### config.mk
export PLATFORM = sky130hd
export DESIGN_NAME = chg_turn
export DESIGN_NICKNAME = d
export VERILOG_FILES = /design/src/rtl/core/convex_hull_graham_scan_assert.svh /design/src/rtl/core/chg_pkg.sv /design/src/rtl/core/chg_turn.sv
export SDC_FILE = /design/constraint.sdc
export NUM_CORES = 1
export LEC_CHECK = 0
export ABC_AREA = 1
export BUFFER_PORTS_ARGS = -buffer_cell sky130_fd_sc_hd__buf_2
export CORE_MARGIN = 4
export CORE_UTILIZATION = 60
export DETAILED_ROUTE_END_ITERATION = 10
export GPL_TIMING_DRIVEN = 1
export HOLD_SLACK_MARGIN = 0.05
export MAX_ROUTING_LAYER = met4
export PLACE_DENSITY = 0.79
export SYNTH_ARGS = -nofsm -noshare
export SYNTH_HDL_FRONTEND = slang
export SYNTH_SLANG_ARGS = --single-unit
### constraint.sdc
create_clock -name clk -period 9.1 [get_ports clk]
set_clock_uncertainty 0.1 [all_clocks]
set_input_delay 0.91 -clock clk [delete_from_list [all_inputs] [get_ports clk]]
set_output_delay 0.91 -clock clk [all_outputs]
set_load 0.05 [all_outputs]
### src/rtl/core/convex_hull_graham_scan_assert.svh
// Assertion macros shared by the convex hull RTL.
// Expects signals named clk and rst_n in the scope of use; no other dependency.
`ifndef CONVEX_HULL_GRAHAM_SCAN_ASSERT_SVH
`define CONVEX_HULL_GRAHAM_SCAN_ASSERT_SVH

// Same-cycle implication, disabled while reset is asserted.
`define CHG_ASSERT_IMP(lbl, ante, cons) \
    lbl: assert property (@(posedge clk) disable iff (!rst_n) (ante) |-> (cons)) \
        else $error("convex hull assertion failed");

// Next-cycle implication, disabled while reset is asserted.
`define CHG_ASSERT_NXT(lbl, ante, cons) \
    lbl: assert property (@(posedge clk) disable iff (!rst_n) (ante) |=> (cons)) \
        else $error("convex hull assertion failed");

`endif

### src/rtl/core/chg_pkg.sv
// Shared types and constants of the convex hull block.
// No dependencies; used by chg_turn and convex_hull_graham_scan.
package chg_pkg;

    localparam int CHG_MAX_POINTS = 64;

    // Packed so that x sits in the low half and y in the high half.
    typedef struct packed {
        logic signed [15:0] y;
        logic signed [15:0] x;
    } pt_t;

    typedef struct packed {
        logic done;
        logic neg;
        logic zero;
    } turn_res_t;

    typedef enum logic [1:0] {
        TP_IDLE,
        TP_MUL1,
        TP_MUL2,
        TP_DONE
    } turn_phase_t;

    typedef enum logic [4:0] {
        ST_LOAD,
        ST_ORG_RD,
        ST_ORG_CMP,
        ST_SWAP_RD,
        ST_SWAP_W0,
        ST_SWAP_W1,
        ST_SORT_RD,
        ST_SORT_KEY,
        ST_SORT_CHK,
        ST_SORT_CAND,
        ST_SORT_TURN,
        ST_SORT_PLACE,
        ST_SCAN_LOOP,
        ST_SCAN_P,
        ST_SCAN_CHK,
        ST_SCAN_A,
        ST_SCAN_B,
        ST_SCAN_TURN,
        ST_SCAN_PUSH,
        ST_SCAN_END,
        ST_EMIT_RD,
        ST_EMIT_LD,
        ST_EMIT_WAIT
    } state_t;

endpackage

### src/rtl/core/chg_turn.sv
// Sign of the cross product (b - a) x (d - c).
// Depends on chg_pkg; one 17x17 multiplier is shared by both products.
module chg_turn
    import chg_pkg::*;
(
    input  logic      clk,
    input  logic      rst_n,
    input  logic      start,
    input  pt_t       pa,
    input  pt_t       pb,
    input  pt_t       pc,
    input  pt_t       pd,
    output turn_res_t res
);

    turn_phase_t        phase_reg, phase_next;
    logic signed [16:0] dx1_reg, dy1_reg, dx2_reg, dy2_reg;
    logic signed [33:0] p1_reg, p2_reg;
    logic signed [16:0] mul_a, mul_b;
    logic signed [33:0] prod;
    logic signed [34:0] diff;

    always_comb
    begin
        if (phase_reg == TP_MUL1)
        begin
            mul_a = dx1_reg;
            mul_b = dy2_reg;
        end
        else
        begin
            mul_a = dy1_reg;
            mul_b = dx2_reg;
        end
        prod = mul_a * mul_b;
        diff = 35'(p1_reg) - 35'(p2_reg);
    end

    always_comb
    begin
        phase_next = phase_reg;
        unique case (phase_reg)
            TP_IDLE: if (start) phase_next = TP_MUL1;
            TP_MUL1: phase_next = TP_MUL2;
            TP_MUL2: phase_next = TP_DONE;
            TP_DONE: phase_next = start ? TP_MUL1 : TP_IDLE;
            default: phase_next = TP_IDLE;
        endcase
    end

    always_ff @(posedge clk or negedge rst_n)
    begin
        if (!rst_n)
            phase_reg <= TP_IDLE;
        else
            phase_reg <= phase_next;
    end

    always_ff @(posedge clk)
    begin
        if (start)
        begin
            dx1_reg <= 17'(pb.x) - 17'(pa.x);
            dy1_reg <= 17'(pb.y) - 17'(pa.y);
            dx2_reg <= 17'(pd.x) - 17'(pc.x);
            dy2_reg <= 17'(pd.y) - 17'(pc.y);
        end
        if (phase_reg == TP_MUL1)
            p1_reg <= prod;
        if (phase_reg == TP_MUL2)
            p2_reg <= prod;
    end

    assign res.done = (phase_reg == TP_DONE);
    assign res.neg  = diff[34];
    assign res.zero = (diff == 35'sd0);

endmodule

==> reports/metrics.cfg <==
[run_status]
status=completed

[die]
design.core.area_mm2=0.0329
die_h_um=191
die_w_um=191
fp-row-count=66
io-pin-count=134
start_util=0.615
die_area_mm2=0.0367

[critical_path]
end_kind=flop
crit_required_ns=9.25
cp_top_family=adder cells
crit_chain=inv_1, ha_4, nand2_1, o21ai_1, clkinv_1, nor2_1, fa_1, fa_1, fa_1, fa_1, inv_1, fa_1, inv_1, fa_1, ha_1, inv_1, nor3_1, nand2_1, nor4_1, nand2_1, o2111ai_1, xor2_1
critPathArrivalTime_ns=8.21
rr_startpoint=phase_reg[1]
path_class=reg2reg
startpoint=phase_reg[1]
startpoint_type=flop
crit_fanout=66
cp_slowest_stage_delay_ns=0.84
crit_slowest_cell=fa_1
cpMostUsedCell=fa_1
worstPathBufferInverterCount=5

[logic_synthesis]
ys_warn_count=0
synthArstFlopShare=0.0145
synth_area_per_cell_um2=8.71
synthCells=2319
synth-seq-cells=138
synth.distinct_cells=48
ys_seq_area_frac=0.205
syn_nets=2939
synth_area_mm2=0.0202
synth_ff_type=edfxtp_1
synth_edf_count=136

[sta]
relSlewSlack=0.276
tightest_slew_ns=1.07
setup_viol=0
final_max_slew_viol_count=0
min_period_ns=8.06
fmax_mhz=124
hold_viol=0
final.period_utilization=0.886
rsz0062_at_grt=false
setup_slack_ns=1.04
fin_tns_setup_ns=0

[drt]
wl_per_cell_um=16.0
vias_per_cell=5.30
finalWirelength_um=46600
drtIter0Drc=957
vias=15483
drcViolationCount=0
first_pass_iters=6
antenna_left=0

[clock_tree]
cts_buffers=17
cts_hold_buf=0
cts_tree=built
cts-root-buf=clkbuf_16
clkLatencyLatePin_ns=0.44
clockBufferDepth=2
postCtsResizedCells=0
cts_max_level=4
cts_setup_buffers=0
clock_sinks=138
clk_pin_slew_ns=0.07

[grt]
grtUsageTotal=0.274
grt_pass1_vias=16228
grt_max_degree=71
grt_overflow_total=0
grt_antenna_before_repair=0
grt_pass1_wl_um=78000

[finish]
finalNonFillerCells=2922
n_fill_cell=2736
antenna_cells=0
final_common_cell=inv_1
fin_area_mm2=0.0221
final_layout_size_suffix_gt1_frac=0.0980
syn_to_final_growth_pct=9.43
final_nets=3087
final_cell_mix=inv_1, nand2_1, fa_1

[placement]
hpwl_um=39100
place.gp.congestion=0.993
place_area_mm2=0.0215
port_buffers=133
place_inst=2890
pre_cts_ws_ns=1.15

[run]
cap_violations=0

[worst_hold_path]
hold_class=in2async

-- cell families (layout without fill, tap and decap cells) --
logic type	after synthesis	after routing	share of synthesized area
AND/OR/NAND/NOR	690	690	0.138
buffers and inverters	625	786	0.116
adder cells (fa/ha/maj)	489	489	0.415
AO/OA/AOI/OAI	268	268	0.0789
flip-flops	138	138	0.205
XOR/XNOR	107	107	0.0464
multiplexers	2	2	0.000991
-- layer usage --
| metal | routed length [um] | GRT usage | up-vias | part of all wire |
|---|---|---|---|---|
| met4 | 1460 | 0.0887 | 0 | 0.031 |
| met1 | 20100 | 0.352 | 7445 | 0.43 |
| met3 | 2640 | 0.0327 | 117 | 0.057 |
| li1 | - | - | 7381 | - |
| met2 | 22400 | 0.460 | 540 | 0.48 |
| met5 | 0 | - | - | 0 |
-- path summary, 6_finish.rpt --
kind / slack [ns] / cells after the start / to
setup / recovery: 1.04 / 22 / p2_reg[32]
hold / removal: 0.17 / 1 / phase_reg[0]
setup reg to reg: 1.04 / 22 / p2_reg[32]
min in group clk: 0.64 / 2 / phase_reg[0]
hold reg to reg: 0.64 / 2 / phase_reg[0]
max in group asynchronous: 8.60 / 1 / phase_reg[1]
-- area by class of cell --
type                    instances  area [um2]  area share
clock buffers                  17         425      0.0192
flip-flops and latches        138        4130       0.187
inverters                     594        2230       0.101
multi-input cells            1556       13700       0.621
repair buffers                160         868      0.0393
well taps                     442         553      0.0250
clock inverters                15         165     0.00747
-- cell usage after synthesis (all sizes together) (26+ instances only) --
master,number,area share
nor2,231,0.044
fa,301,0.30
ha,188,0.12
inv,587,0.11
edfxtp,136,0.20
clkbuf,26,0.0048
nand3,42,0.011
xor2,64,0.028
a21oi,120,0.032
xnor2,43,0.019
nand2,388,0.074
o21ai,89,0.024
-- through the flow --
stage / util / hold WS, ns
after floorplan: - / 0.506
after global placement: 0.655 / 0.572
after detailed placement: 0.655 / 0.625
after CTS: 0.673 / 0.156
after global routing: 0.673 / 0.165
final: 0.673 / 0.172
Power is not shown: default switching activity piles up to over one toggle a cycle in this logic, so the estimate is an artifact.
